`src/design/sbes_pkg.sv`:
```
// Shared types and constants for the sliding bin extremum search block.
// Used by the register file, controller, datapath and top level; no dependencies.
`timescale 1ns / 1ps

package sbes_pkg;

  // Field widths fixed by the interface
  localparam int SAMPLE_W = 16;
  localparam int POS_W    = 24;
  localparam int RES_W    = POS_W + 1;
  localparam int BIN_W    = 9;
  localparam int MODE_W   = 2;

  // APB-style register port
  localparam int CFG_AW = 4;
  localparam int CFG_DW = 32;

  // search_mode bits: bit 1 selects max, bit 0 selects index output
  localparam int MODE_MAX_BIT   = 1;
  localparam int MODE_INDEX_BIT = 0;

  typedef enum logic [1:0] {
    REG_SEARCH_MODE  = 2'd0,
    REG_BIN_WIDTH    = 2'd1,
    REG_START_OFFSET = 2'd2,
    REG_RANGE_WIDTH  = 2'd3
  } reg_idx_t;

  typedef enum logic [2:0] {
    ST_IDLE,
    ST_UPDATE,
    ST_SUM,
    ST_SUM_END,
    ST_DIV_LOAD,
    ST_DIV,
    ST_OUT
  } state_t;

  typedef struct packed {
    logic signed [SAMPLE_W-1:0] sample;
    logic                       last;
  } in_beat_t;

  typedef struct packed {
    logic signed [RES_W-1:0] result;
    logic                    window_found;
  } out_beat_t;

  // Live configuration, bin width already clamped to the usable range
  typedef struct packed {
    logic [MODE_W-1:0] mode;
    logic [BIN_W-1:0]  bin;
    logic [POS_W-1:0]  offset;
    logic [POS_W-1:0]  range_w;
  } cfg_t;

  // Controller to datapath
  typedef struct packed {
    logic accept;
    logic update;
    logic resum;
    logic sum_issue;
    logic div_load;
    logic div_step;
    logic out_load;
  } cmd_t;

  // Datapath to controller
  typedef struct packed {
    logic last;
    logic sum_last;
    logic div_done;
    logic out_free;
  } status_t;

endpackage

```
`src/design/sbes_regs.sv`:
```
// Configuration register file behind the APB-style port.
// Depends on sbes_pkg for widths, register indexes and the cfg_t struct.
`timescale 1ns / 1ps

module sbes_regs #(
  parameter int MAX_BIN = 256
) (
  input  logic                        clk,
  input  logic                        rst_n,
  input  logic                        cfg_psel,
  input  logic                        cfg_penable,
  input  logic                        cfg_pwrite,
  input  logic [sbes_pkg::CFG_AW-1:0] cfg_paddr,
  input  logic [sbes_pkg::CFG_DW-1:0] cfg_pwdata,
  output logic [sbes_pkg::CFG_DW-1:0] cfg_prdata,
  output logic                        cfg_pready,
  output sbes_pkg::cfg_t              cfg,
  output logic                        bin_wr
);

  logic [sbes_pkg::MODE_W-1:0] mode_r;
  logic [sbes_pkg::BIN_W-1:0]  bin_size_r;
  logic [sbes_pkg::POS_W-1:0]  offset_r;
  logic [sbes_pkg::POS_W-1:0]  range_r;
  logic                        wr_en;
  sbes_pkg::reg_idx_t          idx;
  logic [sbes_pkg::BIN_W-1:0]  bin_eff;

  assign cfg_pready = 1'b1;
  assign wr_en      = cfg_psel && cfg_penable && cfg_pwrite;
  assign idx        = sbes_pkg::reg_idx_t'(cfg_paddr[3:2]);
  assign bin_wr     = wr_en && (idx == sbes_pkg::REG_BIN_WIDTH);

  // Write registers on the access beat
  always_ff @(posedge clk) begin
    if (!rst_n) begin
      mode_r     <= '0;
      bin_size_r <= sbes_pkg::BIN_W'(1);
      offset_r   <= '0;
      range_r    <= '0;
    end else if (wr_en) begin
      case (idx)
        sbes_pkg::REG_SEARCH_MODE:  mode_r     <= cfg_pwdata[sbes_pkg::MODE_W-1:0];
        sbes_pkg::REG_BIN_WIDTH:    bin_size_r <= cfg_pwdata[sbes_pkg::BIN_W-1:0];
        sbes_pkg::REG_START_OFFSET: offset_r   <= cfg_pwdata[sbes_pkg::POS_W-1:0];
        sbes_pkg::REG_RANGE_WIDTH:  range_r    <= cfg_pwdata[sbes_pkg::POS_W-1:0];
        default: ;
      endcase
    end
  end

  // Read back
  always_comb begin
    case (idx)
      sbes_pkg::REG_SEARCH_MODE:  cfg_prdata = sbes_pkg::CFG_DW'(mode_r);
      sbes_pkg::REG_BIN_WIDTH:    cfg_prdata = sbes_pkg::CFG_DW'(bin_size_r);
      sbes_pkg::REG_START_OFFSET: cfg_prdata = sbes_pkg::CFG_DW'(offset_r);
      sbes_pkg::REG_RANGE_WIDTH:  cfg_prdata = sbes_pkg::CFG_DW'(range_r);
      default:                    cfg_prdata = '0;
    endcase
  end

  // Clamp bin width: zero acts as one, oversize acts as the line depth
  always_comb begin
    if (bin_size_r == '0) begin
      bin_eff = sbes_pkg::BIN_W'(1);
    end else if (int'(bin_size_r) > MAX_BIN) begin
      bin_eff = sbes_pkg::BIN_W'(MAX_BIN);
    end else begin
      bin_eff = bin_size_r;
    end
  end

  assign cfg.mode    = mode_r;
  assign cfg.bin     = bin_eff;
  assign cfg.offset  = offset_r;
  assign cfg.range_w = range_r;

endmodule

```
`config.mk`:
```
export PLATFORM = sky130hd
export DESIGN_NAME = sbes_regs
export DESIGN_NICKNAME = d
export VERILOG_FILES = /design/src/design/sbes_pkg.sv /design/src/design/sbes_regs.sv
export SDC_FILE = /design/constraint.sdc
export NUM_CORES = 1
export LEC_CHECK = 0
export BUFFER_PORTS_ARGS = -buffer_cell sky130_fd_sc_hd__clkbuf_2
export CAP_MARGIN = 0
export CORE_ASPECT_RATIO = 1.2
export CORE_MARGIN = 2
export CORE_UTILIZATION = 50
export CTS_CLUSTER_DIAMETER = 120
export DETAILED_ROUTE_END_ITERATION = 8
export PLACE_DENSITY = 0.85
export SLEW_MARGIN = 20
export SYNTH_ARGS = -nofsm -noshare
export SYNTH_HDL_FRONTEND = slang
export SYNTH_SLANG_ARGS = --single-unit
export TNS_END_PERCENT = 20
```
`constraint.sdc`:
```
create_clock -name clk -period 2.05 [get_ports clk]
set_clock_uncertainty 0.1 [all_clocks]
set_input_delay 0.41 -clock clk [delete_from_list [all_inputs] [get_ports clk]]
set_output_delay 0.41 -clock clk [all_outputs]
set_load 0.02 [all_outputs]
```
# After elaboration in Yosys (flattened, before gate mapping)
# Cells that the tools add are included.
# W data, S select, Z words.
op_classes:
  magnitude_cmp: 1
  eq_ne: 3
  mux: 3
  reduce_logical: 9
op_table:
  columns: ["operator", "count"]
  rows:
  - ["$pmux W32 S4", 1]
  - ["$mux W9", 2]
  - ["$gt A9 B9 Y1 const B", 1]
  - ["$logic_not A9 Y1", 1]
  - ["$reduce_and A2 Y1", 4]
  - ["$eq A2 B2 Y1 const B", 2]
  - ["$logic_and A1 B1 Y1", 3]
  - ["$eq A2 B1 Y1 const B", 1]
  - ["$logic_not A2 Y1", 1]
totals:
  ff_bits: 59
  output_inout_bits: 93

# Longest topological paths before layout
depth:
  ltp_word: 3
  ltp_mapped: 6

# Worst setup path before layout
# OpenSTA, ideal clock, no wires.
synth_path:
  path_kind: "input to output"
  from: "in cfg_paddr[2] (netlist name)"
  to: "out cfg_prdata[2] (netlist name)"
  t_arrival_ns: 1.291
  required_time_ns: 1.540
  setup_slack_ns: 0.249
  stages: 4
  path_buffers: 2
  path_cell_list: "buf_6 buf_4 mux2_2 a22o_1"
synth_via:
  elab_chain_cells: 2
  elab_cells_between_ends: 5
  cone_classes: "eq/ne (3); mux (1); reduce/logical (1)"
synth_lines:
  columns: ["item", "line", "text"]
  rows:
  - ["start, declared", "sbes_regs.sv:13", "input logic [sbes_pkg::CFG_AW-1:0] cfg_paddr,"]
  - ["$eq A2 B2 Y1 (tied with other cells)", "sbes_regs.sv:54", "case (idx)"]
  - ["$pmux W32 S4 *", "sbes_regs.sv:54", null]
  - ["end, declared", "sbes_regs.sv:15", "output logic [sbes_pkg::CFG_DW-1:0] cfg_prdata,"]
# Mark *: on every way between the ends. The rest lies on a longest branch, timed or not. The select of a mux whose other input is x is not followed.

# Final worst setup path
layout_path:
  from: "in cfg_paddr[2] (netlist name)"
  to: "out cfg_prdata[6] (netlist name)"
# Same word-level chain as after synthesis.

==> metrics.csv <==
stage;metric;value;unit
worst_hold_path;hold_class;primary input to flop;
clocking;clkSlewWorstSetupHoldPaths;0.06;ns
placed_design;gp_congestion;0.802;
placed_design;detailedPlace.worstSlack;0.000482;ns
worst_hold_path;whs_endpoint;range_r[15];
route;route.detailed.drc;0;
global_routing;grt_util_met2;38.9;%
global_routing;antenna_found_initial;0;
synthesis;yosysTopAreaCell;dfxtp_1;
setup_path;start_kind;primary input;
setup_path;rr_worst_depth;2;
clocking;tritoncts;done;
route;viasPerCell;5.08;
synthesis;synthCells;301;
pwr;power.share.clock;41.2;%
global_routing;grt_usage;21.9;%
finish;drive_gt1_share;36.4;%
finish;multiInputGateArea;0.00149;mm^2
finish;fillCellCount;486;
floorplan;dieArea;0.00634;mm^2
pwr;vdd_drop_max;0.000493;V
global_routing;first_global_vias;2262;
worst_hold_path;hold_depth;3;
clocking;cts.sinks;59;
clocking;insertion_delay;0.32;ns
synthesis;synth.top_cells.by_area;dfxtp_1, mux2i_1, nand2_1;
setup_path;critPathTopFamily;buffers and inverters;
finish;ff_latch_area;0.00118;mm^2
timing;drv_slew;0;
floorplan;core;0.00559;mm^2
global_routing;grtUsageMet1;25.1;%
finish;syn_to_final_growth;26.1;%
timing;finalCriticalPeriod;1.92;ns
global_routing;grt-ovfl-total;0;
global_routing;gr-usage-met3;3.70;%
timing;tns;0;ns
clocking;hold_buffers;0;
setup_path;arrival;1.41;ns
setup_path;r2r-end;bin_size_r[8];
setup_path;crit_path_top_delay_cell;mux2_2;
pwr;swShare;23.9;%
clocking;postCtsSetupBuffers;0;
flow_run;cap_violations;0;
setup_path;crit_chain;clkbuf_4 > mux2_2 > a22o_1 > clkbuf_2;
setup_path;r2r-start;bin_size_r[8];
setup_path;cpPeakStageDelay;0.37;ns
timing;hold_violations;0;
timing;finalWorstSetupSlack;0.127;ns
synthesis;postSynthAreaPerCell;9.50;um^2
pwr;p_leak;1.83;nW
setup_path;crit_type;primary input to output port;
route;num_vias;2433;
pwr;p_int;1.82;mW
route;final_antenna_net_count;0;
clocking;htreeDepth;3;
timing;rsz0062_at_grt;false;
finish;final_nets;451;
synthesis;synth-seq-cells;59;
global_routing;grt_max_degree;84;
pwr;power_frac_seq;49.1;%
setup_path;rrSetupSlack;1.10;ns
synthesis;synth.top_cell.area_share;41.3;%
floorplan;io_pins;134;
pwr;p_sw;0.571;mW
route;drtIter0Drc;147;
floorplan;num_rows;30;
timing;max_freq;520;MHz
timing;setup_violations;0;
clocking;cts_inserted_buffers;9;
finish;diodes;0;
placed_design;port_buffers;114;
synthesis;yosysSeqAreaShare;41.3;%
pwr;p_comb_share;9.7;%
synthesis;synth.distinct_cells;26;
clocking;post_cts_resized;1;
synthesis;syn_area;0.00286;mm^2
timing;finalCritPeriodShare;93.8;%
route;wl;6.91;mm
synthesis;ys_warn_count;0;
floorplan;die_w;73.0;um
setup_path;critPathMaxFanout;15;
clocking;cts-root-buf;clkbuf_8;
floorplan;initial_core_util;51.1;%
clocking;clk_path_buf_depth;2;
route;drt_pass1_iterations;4;
global_routing;grt_pass1_wl;10.7;mm
setup_path;crit_buf_inv;2;
route;routedWlPerCell;14.4;um
setup_path;cp.required;1.54;ns
pwr;power.density;663;mW/mm^2
worst_hold_path;hp-start;cfg_pwdata[15];
status;status;finished, final reports clean;
placed_design;dp_hpwl;5.03;mm
floorplan;die_y;86.9;um
global_routing;busiest_layer;met2;
timing;holdWs;0.238;ns
setup_path;cp-end-kind;output port;
-- routing by layer --
metal	up-vias	part of all wire (%)
met2	74	54
met1	1136	41
met5	-	0
li1	1210	-
met4	0	2.1
met3	13	3.7
-- Yosys cell counts --
cell,n
a21oi_1,1
a22o_1,7
and2_4,1
and3_1,1
buf_1,1
buf_2,2
buf_4,14
buf_6,5
clkbuf_1,11
conb_1,2
dfxtp_1,59
inv_1,1
mux2_2,7
mux2i_1,73
mux4_2,2
nand2_1,82
nand3_1,2
nand3_2,1
nor2_1,1
nor2b_1,22
nor2b_4,1
nor3_1,1
nor3b_1,1
nor4_1,1
o211ai_1,1
or3_1,1
-- logic make-up after synthesis --
group,count (synthesis),share of synthesized area [%]
buf+inv,34,7.70
compound gates,9,2.58
flops,59,41.3
simple gates,115,18.3
other cells,2,0.263
mux,82,29.9
-- per-stage QoR --
stage                     cells  power (mW)  instance area (um^2)  utilization [%]
after floorplan             308        1.37                  2890                -
after global placement      463        1.43                  3410             61.0
after detailed placement    463        1.43                  3410             61.0
after CTS                   479        2.41                  3610             64.5
after global routing        479        2.48                  3610             64.5
final                       479        2.39                  3610             64.5
-- cell type report --
type | count | area share [%]
Clock buffer | 15 | 5.17
Tap cell | 64 | 2.22
Inverter | 1 | 0.104
Multi-Input combinational cell | 215 | 41.3
Clock inverter | 1 | 0.139
Timing Repair Buffer | 124 | 18.3
Sequential cell | 59 | 32.7
-- how the worst max path moves through the flow --
stage | start | endpoint | slack, ns | cells past startpoint
finish | cfg_paddr[2] | cfg_prdata[6] | 0.13 | 4
global route | cfg_paddr[2] | cfg_prdata[6] | 0.08 | 4
CTS | cfg_paddr[2] | cfg_prdata[6] | 0.13 | 4
detailed placement | cfg_paddr[2] | cfg_prdata[3] | 0.0005 | 4
global placement | cfg_paddr[2] | cfg_prdata[3] | 0.02 | 4
floorplan | cfg_paddr[2] | cfg_prdata[2] | 0.25 | 4
-- placed cells by master (no fill, tap or decap), drive strengths merged, types with 2 or more instances in the layout --
| master | instances |
|---|---|
| conb | 9 |
| nand3 | 3 |
| buf | 10 |
| dfxtp | 59 |
| nor2b | 23 |
| mux2 | 7 |
| mux2i | 73 |
| clkbuf | 129 |
| a22o | 7 |
| nand2 | 82 |
| mux4 | 2 |
-- worst register-to-register path, delay by kind of cell (launching register included) --
kind             cells  cell delay, ns
DFF                  1            0.56
muxes                1            0.13
and+or+nand+nor      1            0.08
-- state kept, by name, summed over array words and instances (netlist names) --
register	cells
offset_r	24
range_r	24
mode_r	2
bin_size_r	9
-- power by group through the flow --
| stage | combinational, mW | sequential (mW) | clock (mW) |
|---|---|---|---|
| detailed placement | 0.232 | 1.20 | 0 |
| floorplan | 0.158 | 1.21 | 0 |
| global placement | 0.227 | 1.20 | 0 |
| finish | 0.233 | 1.17 | 0.984 |
| global route | 0.252 | 1.18 | 1.05 |
| CTS | 0.234 | 1.17 | 1.01 |
(Power assumes the default switching activity.)
