$ cat config.mk
export PLATFORM = sky130hd
export DESIGN_NAME = sbes_ctrl
export DESIGN_NICKNAME = d
export VERILOG_FILES = /design/src/design/sbes_pkg.sv /design/src/design/sbes_ctrl.sv
export SDC_FILE = /design/constraint.sdc
export NUM_CORES = 1
export LEC_CHECK = 0
export BUFFER_PORTS_ARGS = -buffer_cell sky130_fd_sc_hd__buf_2
export CORE_AREA = 2 2 39 41
export DETAILED_ROUTE_END_ITERATION = 10
export DIE_AREA = 0 0 41 43
export GPL_TIMING_DRIVEN = 0
export RECOVER_POWER = 100
export SLEW_MARGIN = 10
export SYNTH_ARGS = -nofsm -noshare
export SYNTH_HDL_FRONTEND = slang
export SYNTH_SLANG_ARGS = --single-unit
$ cat constraint.sdc
create_clock -name clk -period 1.12 [get_ports clk]
set_clock_uncertainty 0.1 [all_clocks]
set_input_delay 0.112 -clock clk [delete_from_list [all_inputs] [get_ports clk]]
set_output_delay 0.112 -clock clk [all_outputs]
set_load 0.01 [all_outputs]
$ cat src/design/sbes_pkg.sv
// Shared types and constants for the sliding bin extremum search block.
// Used by the register file, controller, datapath and top level; no dependencies.
`timescale 1ns / 1ps

package sbes_pkg;

  // Field widths fixed by the interface
  localparam int SAMPLE_W = 16;
  localparam int POS_W    = 24;
  localparam int RES_W    = POS_W + 1;
  localparam int BIN_W    = 9;
  localparam int MODE_W   = 2;

  // APB-style register port
  localparam int CFG_AW = 4;
  localparam int CFG_DW = 32;

  // search_mode bits: bit 1 selects max, bit 0 selects index output
  localparam int MODE_MAX_BIT   = 1;
  localparam int MODE_INDEX_BIT = 0;

  typedef enum logic [1:0] {
    REG_SEARCH_MODE  = 2'd0,
    REG_BIN_WIDTH    = 2'd1,
    REG_START_OFFSET = 2'd2,
    REG_RANGE_WIDTH  = 2'd3
  } reg_idx_t;

  typedef enum logic [2:0] {
    ST_IDLE,
    ST_UPDATE,
    ST_SUM,
    ST_SUM_END,
    ST_DIV_LOAD,
    ST_DIV,
    ST_OUT
  } state_t;

  typedef struct packed {
    logic signed [SAMPLE_W-1:0] sample;
    logic                       last;
  } in_beat_t;

  typedef struct packed {
    logic signed [RES_W-1:0] result;
    logic                    window_found;
  } out_beat_t;

  // Live configuration, bin width already clamped to the usable range
  typedef struct packed {
    logic [MODE_W-1:0] mode;
    logic [BIN_W-1:0]  bin;
    logic [POS_W-1:0]  offset;
    logic [POS_W-1:0]  range_w;
  } cfg_t;

  // Controller to datapath
  typedef struct packed {
    logic accept;
    logic update;
    logic resum;
    logic sum_issue;
    logic div_load;
    logic div_step;
    logic out_load;
  } cmd_t;

  // Datapath to controller
  typedef struct packed {
    logic last;
    logic sum_last;
    logic div_done;
    logic out_free;
  } status_t;

endpackage

$ cat src/design/sbes_ctrl.sv
// Sequencing state machine: accept, update, re-sum, divide and output.
// Depends on sbes_pkg for the state enum and the command and status structs.
`timescale 1ns / 1ps

module sbes_ctrl (
  input  logic              clk,
  input  logic              rst_n,
  input  logic              in_valid,
  output logic              in_stall,
  input  logic              bin_wr,
  input  sbes_pkg::status_t status,
  output sbes_pkg::cmd_t    cmd
);

  sbes_pkg::state_t state_r, state_nxt;
  logic             dirty_r, dirty_nxt;

  // State and re-sum flag
  always_ff @(posedge clk) begin
    if (!rst_n) begin
      state_r <= sbes_pkg::ST_IDLE;
      dirty_r <= 1'b0;
    end else begin
      state_r <= state_nxt;
      dirty_r <= dirty_nxt;
    end
  end

  // Next state and commands
  always_comb begin
    state_nxt = state_r;
    dirty_nxt = dirty_r | bin_wr;
    cmd       = '0;
    in_stall  = 1'b1;
    case (state_r)
      sbes_pkg::ST_IDLE: begin
        in_stall = 1'b0;
        if (in_valid) begin
          cmd.accept = 1'b1;
          state_nxt  = sbes_pkg::ST_UPDATE;
        end
      end
      sbes_pkg::ST_UPDATE: begin
        cmd.update = 1'b1;
        if (status.last) begin
          state_nxt = sbes_pkg::ST_DIV_LOAD;
        end else if (dirty_r) begin
          // bin width changed: rebuild the window sum from the line
          cmd.resum = 1'b1;
          dirty_nxt = 1'b0;
          state_nxt = sbes_pkg::ST_SUM;
        end else begin
          state_nxt = sbes_pkg::ST_IDLE;
        end
      end
      sbes_pkg::ST_SUM: begin
        cmd.sum_issue = 1'b1;
        if (status.sum_last) begin
          state_nxt = sbes_pkg::ST_SUM_END;
        end
      end
      sbes_pkg::ST_SUM_END: begin
        state_nxt = sbes_pkg::ST_IDLE;
      end
      sbes_pkg::ST_DIV_LOAD: begin
        cmd.div_load = 1'b1;
        state_nxt    = sbes_pkg::ST_DIV;
      end
      sbes_pkg::ST_DIV: begin
        cmd.div_step = 1'b1;
        if (status.div_done) begin
          state_nxt = sbes_pkg::ST_OUT;
        end
      end
      sbes_pkg::ST_OUT: begin
        if (status.out_free) begin
          cmd.out_load = 1'b1;
          dirty_nxt    = 1'b0;
          state_nxt    = sbes_pkg::ST_IDLE;
        end
      end
      default: begin
        state_nxt = sbes_pkg::ST_IDLE;
      end
    endcase
  end

endmodule

* Yosys cells after proc, flatten, opt, wreduce, memory -nomap -nowiden
Index checks and enable logic that the tools add are counted.
** Operators by class
- Bitwise gates (word level) :: 1
- Muxes and demuxes :: 22
- Equality and inequality tests :: 9
- Reduce and logical (&&, ||, !) cells :: 2
** Operator list (count)
- 3-bit case mux with 6 select lines :: 1
- 3-bit 2-to-1 mux :: 5
- 1-bit 2-to-1 mux :: 13
- 3-bit equality test, second input constant :: 3
- 2-bit != test, second input constant :: 4
- 2-bit 2-to-1 mux :: 2
- 4-bit AND reduction :: 1
- 3-bit by 1-bit equality test with 1-bit output, second input constant :: 1
- 3-bit by 2-bit equality test with 1-bit output, second input constant :: 1
- 3-bit logical NOT :: 1
- 1-bit case mux with 2 select lines :: 1
- 1-bit OR :: 1
** Storage, ports and cells
- Bits in registers :: 4
- Logic and storage cells :: 36
- Input port bits :: 8

* Depth between registers and ports, before layout
Gate-level depths: netlist of the first run.
- Word-level depth :: 4
- Depth in mapped cells :: 4

* Least setup slack after synthesis of the first run
No wires, ideal clock.
- Path type :: register -> register
- Start point :: reg state_r[2]
- End point :: reg state_r[1]
- Arrival time :: 1.005 ns
- Cell stages (with the launch flop) :: 5
- Setup slack :: -0.104 ns
- Clock period less this slack :: 1.224 ns
- Required time :: 0.900 ns
- Path through :: dfxtp_1 buf_4 and3b_1 and2_0 o31a_1
** Between the ends
- Word-level cells in the longest chain between the ends :: 3
** Ends and longest elaborated chain
- start, declared :: RTL line sbes_ctrl.sv:15 : sbes_pkg::state_t state_r, state_nxt;
- start signal, assigned :: RTL line sbes_ctrl.sv:21 : state_r <= sbes_pkg::ST_IDLE;
- start signal, assigned :: RTL line sbes_ctrl.sv:24 : state_r <= state_nxt;
- 3-bit by 2-bit equality test with 1-bit output (tied with other cells) :: RTL line sbes_ctrl.sv:35 : case (state_r)
- 2-bit != test (no line)
- 4-bit AND reduction (no line)
Several ways; a longest one is shown, not always the timed one.
A chain may end at the register's enable or synchronous reset.

==> qor.csv, run 1 <==
stage,metric,value,unit
power,Pint,0.400,mW
placed_design,port bufs,15,
power,Psw,0.167,mW
placed_design,Detailed Place HPWL,501,µm
logic_synthesis,Yosys warnings,0,
cts,Clock Sink Count,4,
timing,Tcrit/Tclk final,124,%
cts,CTS tree,yes,
die,initial core utilization,17.3,%
timing,Least-Margin Pin Slew,213,ps
timing,Slew Limit Fails,0,
route,Starting DRT DRC Count,1,
power,Seq pwr share,32.3,%
min_path,HP Class,input pin to register,
grt,total grt overflow,0,
grt,vias in the first global route,309,
route,final WL,814,µm
route,Final ANT Viol Nets,0,
route,via count,321,
power,Net Sw Frac,29.4,%
route,via-per-instance ratio,4.72,
power,Peak VDD IR,506,µV
logic_synthesis,Yosys cell types,20,
logic_synthesis,Synthesized Nets,37,
placed_design,Final GP Congestion,0.785,
timing,headroom to the max-slew limit,85.6,%
placed_design,"worst slack, placed",-104,ps
cts,Root Buffer,clkbuf_4,
cts,Skew-Pair Late Insertion Delay,230,ps
route,First-pass DRT Iterations,2,
power,Combinational Power Share,36.3,%
run,total of max-cap violations,0,
route,DR DRC count,0,
logic_synthesis,Post-Syn Area per Cell,8.24,µm²
critical_path,R2R Setup Slk,-140,ps
cells_and_area,final net count,62,
cts,Worst-path clk slew,40,ps
die,die area,1760,µm²
power,leakage power total,0.234,nW
die,Die Ht,43,µm
grt,initial antenna violation count,0,
cts,Clock Tree Buf Depth,2,
timing,RSZ-0062 raised after global routing,true,
timing,Final Setup Violations,10,
die,Core ar.,1380,µm²
grt,first-pass GRT wire length,1.24,mm
power,PwrDens,1140,nW/µm²
grt,met2 Use GR,16.3,%
critical_path,CP Capture Type,primary output,
grt,grt met3 use,9.42,%
cells_and_area,share of layout cells above drive strength 1,75.0,%
logic_synthesis,register area share after synthesis,33.5,%
cts,H-tree depth,1,
cells_and_area,"most common cell after layout, fill and taps aside",buf_2,
timing,hold_ws,37.7,ps
outcome,failing checks,setup timing,
logic_synthesis,synthesized flop and latch total,4,
critical_path,Worst Path Max Fanout,7,
timing,final count of hold timing violations,0,
cells_and_area,n_diodes,0,
power,Clock Power Share,31.4,%
outcome,status,"finished, violations left",
critical_path,critical path type,register to primary output,
critical_path,WP data required,910,ps
timing,Fmax achieved,719,MHz
die,I/O pin total,16,
cts,CTS Buf Count,3,
cts,hold_buf cts,0,
cells_and_area,most frequent cells in the layout,"10 x buf_2, 9 x buf_6, 3 x clkbuf_4, 3 x dfxtp_4",
logic_synthesis,Post-Syn Area,239,µm²
critical_path,Crit path arrival time,1180,ps
cells_and_area,area growth from synthesis to layout,109,%
grt,met1 GRT Util,11.2,%
grt,busiest layer in global routing,met2,
die,Rows,14,
timing,slack of the critical path,-271,ps
die,Die X-Extent,41,µm
logic_synthesis,Post-Syn Instances,29,
grt,Overall Global Routing Usage,10.9,%
route,drt wl/cell,12.0,µm
timing,Final Critical Period,1390,ps
grt,largest net degree at the start of global routing,8,
critical_path,CP Launch Type,register,
[synthesized netlist by cell type]
library cell  number  area (µm²)
and2_0             1        6.26
buf_4              1        7.51
and2_1             1        6.26
nor2_1             4        15.0
nand2b_1           1        6.26
nor3b_2            1        12.5
dfxtp_1            4        80.1
a32o_1             1        10.0
and2b_1            1        7.51
a21oi_1            2        10.0
and3b_4            1        12.5
nor3_1             2        10.0
inv_1              2        7.51
o22ai_1            1        6.26
or3_1              1        6.26
nand2_1            1        3.75
and3b_1            1        8.76
o31a_1             1        8.76
o32ai_1            1        8.76
o21ai_0            1        5.00
[metal layers]
layer,routed length [µm],part of all wire [%]
met3,83,10
met2,423,52
met5,0,0
met1,288,35
met4,19,2.3
[power groups by stage]
stage	combinational (mW)	clock [mW]	sequential, mW
6_report	0.206	0.178	0.183
5_1_grt	0.223	0.199	0.187
2_1_floorplan	0.0963	0	0.173
3_3_place_gp	0.144	0	0.176
4_1_cts	0.199	0.190	0.173
3_5_place_dp	0.146	0	0.176
[cell type report]
cell class / count / area, µm²
timing repair buffer: 21 / 166
tap: 16 / 20.0
fill: 147 / 885
clock buffer: 3 / 22.5
sequential: 4 / 91.3
multi-input combinational: 22 / 191
inverter: 2 / 7.51
[flip-flops by register name (all words and copies together) (netlist names)]
| signal | cells |
|---|---|
| dirty_r | 1 |
| state_r | 3 |
[stage by stage]
step	total power, mW	area (µm²)	std cells	utilization [%]	TNS, ps
2_1_floorplan	0.269	255	29	-	-155
3_3_place_gp	0.320	350	60	25.3	-193
3_5_place_dp	0.322	350	60	25.3	-201
4_1_cts	0.563	459	67	33.2	-1800
5_1_grt	0.608	499	68	36.1	-1980
6_report	0.567	499	68	36.1	-1560
[worst max-delay path, stage by stage (launching register included)]
cell and delay (ps):
dfxtp_4 360, or3_4 390, nor2_2 70, buf_2 120
[worst paths after layout]
kind / start / to / cells after the start
min reg2reg: dirty_r / dirty_r / 2
max reg2reg: state_r[0] / state_r[1] / 4
min: rst_n / state_r[1] / 2
max: state_r[0] / cmd[6] / 3
[cells by family (layout without fill, tap and decap cells)]
logic type	after synthesis	after routing	share of synthesized area, %
simple gates	15	15	39.8
buf+inv	3	26	6.29
compound gates	7	7	20.4
flops	4	4	33.5
[repair_timing]
action / 4_1_cts / 5_1_grt
resized for setup: 13 / 12
setup endpoints to repair: 9 / 12
pin swaps: 3 / 6
setup buffers: 4 / 2
Note: power is estimated with default switching activity, not from simulation.
==> inputs of run 2 (changes only) <==
CELL_PAD_IN_SITES_DETAIL_PLACEMENT = 0   (was not set)
CELL_PAD_IN_SITES_GLOBAL_PLACEMENT = 1   (was not set)
PLACE_DENSITY_LB_ADDON = 0.1   (was not set)
==> run 2 against run 1 <==
  * The flow still finishes with violations (setup timing)
  * Routed wire length decreased by 2.1%
  * Largest power group unchanged
  * Sequential share of layout area increased by 1.3 points
  * Utilization decreased by 2.4 points
  * Count of clock-buffer cells in the layout unchanged
  * Highest routed layer is now met3
==> qor.csv, run 2 (synthesis results as in run 1) <==
stage,metric,value,unit,change
cells_and_area,most frequent cells in the layout,"13 x buf_2, 5 x buf_6",,"was 10 x buf_2, 9 x buf_6, 3 x clkbuf_4, 3 x dfxtp_4"
timing,Fmax achieved,721,MHz,was 719 MHz
cts,H-tree depth,1,,unchanged
placed_design,"worst slack, placed",-113,ps,was -104 ps
cells_and_area,"most common cell after layout, fill and taps aside",buf_2,,unchanged
power,Peak VDD IR,520,µV,was 506 µV
critical_path,R2R depth,4,,unchanged
cts,Root Buffer,clkbuf_4,,unchanged
grt,largest net degree at the start of global routing,9,,was 8
die,Rows,14,,unchanged
grt,first-pass GRT wire length,1.06,mm,was 1.24 mm
run,total of max-cap violations,0,,unchanged
route,Final ANT Viol Nets,0,,unchanged
timing,Final Critical Period,1390,ps,about the same
grt,initial antenna violation count,0,,unchanged
power,leakage power total,0.217,nW,was 0.234 nW
grt,total grt overflow,0,,unchanged
die,I/O pin total,16,,unchanged
critical_path,CP Cell Sequence,"or3_4, nor2_2, buf_2",,unchanged
route,via-per-instance ratio,4.28,,was 4.72
critical_path,Reg-to-Reg Start,state_r[0],,unchanged
critical_path,CP Launch Type,register,,unchanged
cts,Worst-path clk slew,40,ps,about the same
timing,Final Setup Violations,11,,was 10
die,die area,1760,µm²,unchanged
grt,Overall Global Routing Usage,9.25,%,was 10.9%
route,via count,291,,was 321
route,Starting DRT DRC Count,3,,was 1
outcome,failing checks,setup timing,,unchanged
placed_design,Detailed Place HPWL,532,µm,was 501 µm
timing,slack of the critical path,-267,ps,was -271 ps
critical_path,Max stage delay on crit path,390,ps,about the same
min_path,hold path start,status[2],,was rst_n
timing,final count of hold timing violations,0,,unchanged
critical_path,Worst Path Max Fanout,7,,unchanged
route,final WL,797,µm,was 814 µm
timing,headroom to the max-slew limit,86.7,%,was 85.6%
route,First-pass DRT Iterations,2,,unchanged
critical_path,reg2reg end,state_r[1],,unchanged
die,initial core utilization,17.3,%,unchanged
cells_and_area,share of layout cells above drive strength 1,75.0,%,unchanged
cells_and_area,top flop regs,"state_r: 3 flops, dirty_r: 1 flops",,unchanged
timing,hold_ws,27.8,ps,was 37.7 ps
placed_design,Final GP Congestion,0.719,,was 0.785
grt,vias in the first global route,240,,was 309
timing,Least-Margin Pin Slew,198,ps,was 213 ps
cells_and_area,Largest Register,state_r,,unchanged
cells_and_area,final net count,62,,unchanged
cts,Clock Sink Count,4,,unchanged
critical_path,R2R Setup Slk,-230,ps,was -140 ps
critical_path,CP Capture Type,primary output,,unchanged
cells_and_area,n_diodes,0,,unchanged
critical_path,WP data required,910,ps,about the same
critical_path,WP buf/inv,1,,unchanged
power,PwrDens,1200,nW/µm²,was 1140 nW/µm²
min_path,WHS Path Cells,2,,unchanged
die,Die X-Extent,41,µm,unchanged
timing,Tcrit/Tclk final,124,%,about the same
die,Core ar.,1380,µm²,unchanged
critical_path,critical path type,register to primary output,,unchanged
critical_path,"delay-heaviest family, CP",simple AND/OR/NAND/NOR gates,,unchanged
cts,CTS Buf Count,3,,unchanged
timing,Slew Limit Fails,0,,unchanged
route,DR DRC count,0,,unchanged
critical_path,Crit path arrival time,1170,ps,was 1180 ps
outcome,status,"finished, violations left",,unchanged
cells_and_area,Largest register FFs,3,,unchanged
timing,RSZ-0062 raised after global routing,true,,unchanged
cts,Skew-Pair Late Insertion Delay,240,ps,was 230 ps
cells_and_area,area growth from synthesis to layout,95.3,%,was 109%
min_path,worst hold endpoint,state_r[0],,was state_r[1]
cts,hold_buf cts,0,,unchanged
cts,Clock Tree Buf Depth,2,,unchanged
critical_path,CP max stage cell,or3_4,,unchanged
route,drt wl/cell,11.7,µm,was 12.0 µm
placed_design,port bufs,15,,unchanged
min_path,HP Class,input pin to register,,unchanged
die,Die Ht,43,µm,unchanged
cts,CTS tree,yes,,unchanged
run 2: layout make-up:
| type | count | area [µm²] |
|---|---|---|
| repair buffers | 21 | 144 |
| well taps | 16 | 20.0 |
| fillers | 154 | 917 |
| inverters | 2 | 7.51 |
| multi-input cells | 22 | 181 |
| flip-flops and latches | 4 | 91.3 |
| clock buffers | 3 | 22.5 |
run 2: worst max-delay path by stage:
stage | from | end | slack, ps | cells past startpoint
after floorplan | state_r[2] | state_r[1] | -90 | 4
after global placement | state_r[2] | state_r[1] | -110 | 4
after detailed placement | state_r[2] | state_r[1] | -110 | 4
after CTS | state_r[2] | cmd[6] | -280 | 4
after global routing | state_r[1] | cmd[6] | -330 | 3
final | state_r[1] | cmd[6] | -270 | 3
run 2: metrics by stage:
step	util, %	TNS (ps)	area (µm²)	instances	total power [mW]
floorplan	-	-155	255	29	0.269
CTS	30.5	-1960	422	66	0.542
global placement	25.3	-187	350	60	0.325
finish	33.7	-1700	467	68	0.558
detailed placement	25.3	-202	350	60	0.325
global route	33.7	-2250	467	68	0.605
run 2: worst reg2reg max path, delay by kind of cell (launching register included):
| kind | cells | cell delay, ps |
|---|---|---|
| simple gates | 2 | 350 |
| compound gates | 1 | 290 |
| flops | 1 | 360 |
| buf+inv | 1 | 120 |
run 2: power by group:
part	total (mW)	internal, mW	leakage (nW)	switching, mW
clock network	0.179	0.120	0.0138	0.0589
registers	0.183	0.159	0.0351	0.0244
logic	0.196	0.116	0.168	0.0797
run 2: repair_timing:
action,4_1_cts,5_1_grt
setup endpoints to repair,9,12
gates resized for setup,8,10
pin swaps,3,5
endpoints found under the hold margin,0,0
setup buffers,3,3
run 2: metal layers:
layer  up-vias  track usage [%]  part of all wire, %  wire, µm
met3         0             6.28                  8.2        65
met5         -                0                    0         0
li1        150                -                    -         -
met4         0             2.00                    0         0
met1       129             12.6                   44       351
met2        12             11.9                   48       380
==> inputs of run 3 (changes only) <==
clock period = 1.6 ns   (was 1.12 ns; I/O delays follow)
==> run 3 against run 2 <==
  * The flow now finishes without violations
  * Utilization is 8.5 points lower
  * First-iteration DRC count is 67% higher
  * Sequential power is 34% lower
  * Final cell count is 7.4% lower
  * Sequential share of layout area is 3.7 points higher
  * Non-clock buffer count is 5 lower
  * Die area stayed put
  * Via count is 6.9% lower
  * Worst setup slack better by 360 ps
  * Register-to-register slack better by 570 ps
  * Critical path depth stayed put
  * Final area is 25% lower
  * Largest cell class unchanged
==> qor.csv, run 3 (synthesis results as in run 1) <==
stage,metric,value,unit,change
outcome,status,"finished, final reports clean",,"was finished, violations left"
route,met3 wire length,40,µm,was 65 µm
die,die area,1760,µm²,unchanged
cts,Root Buffer,clkbuf_4,,unchanged
critical_path,Max stage delay on crit path,400,ps,was 390 ps
timing,final count of hold timing violations,0,,unchanged
critical_path,CP Capture Type,primary output,,unchanged
cts,Skew-Pair Late Insertion Delay,240,ps,about the same
power,leakage power total,0.155,nW,was 0.217 nW
cts,CTS Buf Count,3,,unchanged
cells_and_area,fill count,161,,was 154
grt,total grt overflow,0,,unchanged
timing,Least-Margin Pin Slew,233,ps,was 198 ps
timing,Tcrit/Tclk final,94.4,%,
critical_path,critical path type,register to primary output,,unchanged
timing,headroom to the max-slew limit,84.5,%,was 86.7%
cells_and_area,n_diodes,0,,unchanged
cells_and_area,area growth from synthesis to layout,46.1,%,was 95.3%
route,via-per-instance ratio,4.30,,was 4.28
route,First-pass DRT Iterations,4,,was 2
critical_path,R2R depth,3,,was 4
timing,Slew Limit Fails,0,,unchanged
route,via count,271,,was 291
die,initial core utilization,17.3,%,unchanged
min_path,HP Class,input pin to register,,unchanged
grt,first-pass GRT wire length,917,µm,was 1.06 mm
route,DR DRC count,0,,unchanged
cts,Clock Tree Buf Depth,2,,unchanged
cells_and_area,final net count,57,,was 62
route,met1 WL,327,µm,was 351 µm
timing,Fmax achieved,662,MHz,
cells_and_area,Largest register FFs,3,,unchanged
timing,Final Setup Violations,0,,was 11
cells_and_area,share of layout cells above drive strength 1,31.9,%,was 75.0%
placed_design,Final GP Congestion,0.695,,was 0.719
cells_and_area,Largest Register,state_r,,unchanged
route,Final ANT Viol Nets,0,,unchanged
critical_path,CP Cell Sequence,"or3_1, nor2_1, clkbuf_1",,"was or3_4, nor2_2, buf_2"
grt,vias in the first global route,230,,was 240
critical_path,Worst Path Max Fanout,7,,unchanged
die,Die X-Extent,41,µm,unchanged
timing,RSZ-0062 raised after global routing,false,,was true
critical_path,WP data required,1340,ps,was 910 ps
cts,Clock Sink Count,4,,unchanged
cells_and_area,top flop regs,"state_r: 3 flops, dirty_r: 1 flops",,unchanged
cts,H-tree depth,1,,unchanged
critical_path,CP max stage cell,or3_1,,was or3_4
route,final WL,664,µm,was 797 µm
run,total of max-cap violations,0,,unchanged
critical_path,"delay-heaviest family, CP",simple AND/OR/NAND/NOR gates,,unchanged
timing,Final Critical Period,1510,ps,
die,Rows,14,,unchanged
route,Highest Signal Layer,met3,,unchanged
power,PwrDens,963,nW/µm²,was 1200 nW/µm²
critical_path,Crit path arrival time,1250,ps,was 1170 ps
power,Peak VDD IR,271,µV,was 520 µV
grt,largest net degree at the start of global routing,10,,was 9
critical_path,WP buf/inv,1,,unchanged
critical_path,CP Depth,3,,unchanged
cells_and_area,post-layout util,25.2,%,was 33.7%
placed_design,placed cell area,334,µm²,was 350 µm²
die,Die Ht,43,µm,unchanged
route,Starting DRT DRC Count,5,,was 3
cts,Worst-path clk slew,40,ps,about the same
grt,initial antenna violation count,0,,unchanged
grt,Overall Global Routing Usage,8.34,%,was 9.25%
critical_path,CP Launch Type,register,,unchanged
die,Core ar.,1380,µm²,unchanged
cells_and_area,most frequent cells in the layout,"7 x buf_2, 7 x clkbuf_1, 4 x nor2_1",,"was 13 x buf_2, 5 x buf_6"
min_path,WHS Path Cells,2,,unchanged
timing,Final TNS setup,0,ps,was -1700 ps
route,met2 WL post-DR,297,µm,was 380 µm
cts,CTS tree,yes,,unchanged
route,drt wl/cell,10.5,µm,was 11.7 µm
cells_and_area,"Non-Filler Cell Area, Final",349,µm²,was 467 µm²
die,I/O pin total,16,,unchanged
placed_design,Detailed Place HPWL,522,µm,was 532 µm
placed_design,port bufs,15,,unchanged
-- run 3: cell count changes in the layout (fill, tap and decap cells not counted), sizes merged --
cell / previous run / this run
buf: 21 / 8
clkbuf: 3 / 11
-- run 3: worst paths after layout --
| path | from | end | slack, ps |
|---|---|---|---|
| setup / recovery | state_r[1] | cmd[6] | 90 |
| hold / removal | status[2] | state_r[0] | 60 |
| setup reg to reg | state_r[1] | state_r[1] | 340 |
| hold reg to reg | dirty_r | dirty_r | 440 |
-- run 3: power by group --
group	internal [mW]	total, mW	switching (mW)
clock network	0.0840	0.127	0.0427
logic	0.0419	0.0889	0.0470
registers	0.111	0.121	0.00971
-- run 3: routing by layer --
metal,vias to the layer above,global-route usage (%)
li1,141,-
met1,118,10.3
met5,-,0
met4,0,8.00
met3,0,3.14
met2,12,10.3
-- run 3: stage by stage --
| step | hold slack [ps] | cells | total power [mW] | worst slack (ps) |
|---|---|---|---|---|
| after global placement | 300 | 60 | 0.216 | 340 |
| final | 60.2 | 63 | 0.336 | 89.4 |
| after floorplan | 182 | 29 | 0.178 | 358 |
| after global routing | 62.6 | 63 | 0.359 | 35.9 |
| after CTS | 54.6 | 63 | 0.348 | 66.3 |
| after detailed placement | 302 | 60 | 0.216 | 326 |
-- run 3: worst reg2reg max path, cell delays in order, from the launching register on --
cell     delay, ps
dfxtp_1        440
and3b_1        220
and2_0         160
o31a_1         230
-- run 3: final cells by class --
type	count	area (µm²)	area share (%)
Tap cell	16	20.0	5.73
Timing Repair Buffer	15	66.3	19.0
Multi-Input combinational cell	22	144	41.2
Sequential cell	4	81.3	23.3
Buffer	1	7.51	2.15
Inverter	2	7.51	2.15
Clock buffer	3	22.5	6.45
-- run 3: repair_timing --
action / 4_1_cts / 5_1_grt
hold buffers: 0 / 0
setup endpoints to repair: 0 / 1
resized for setup: 0 / 1
setup buffers: 0 / 0
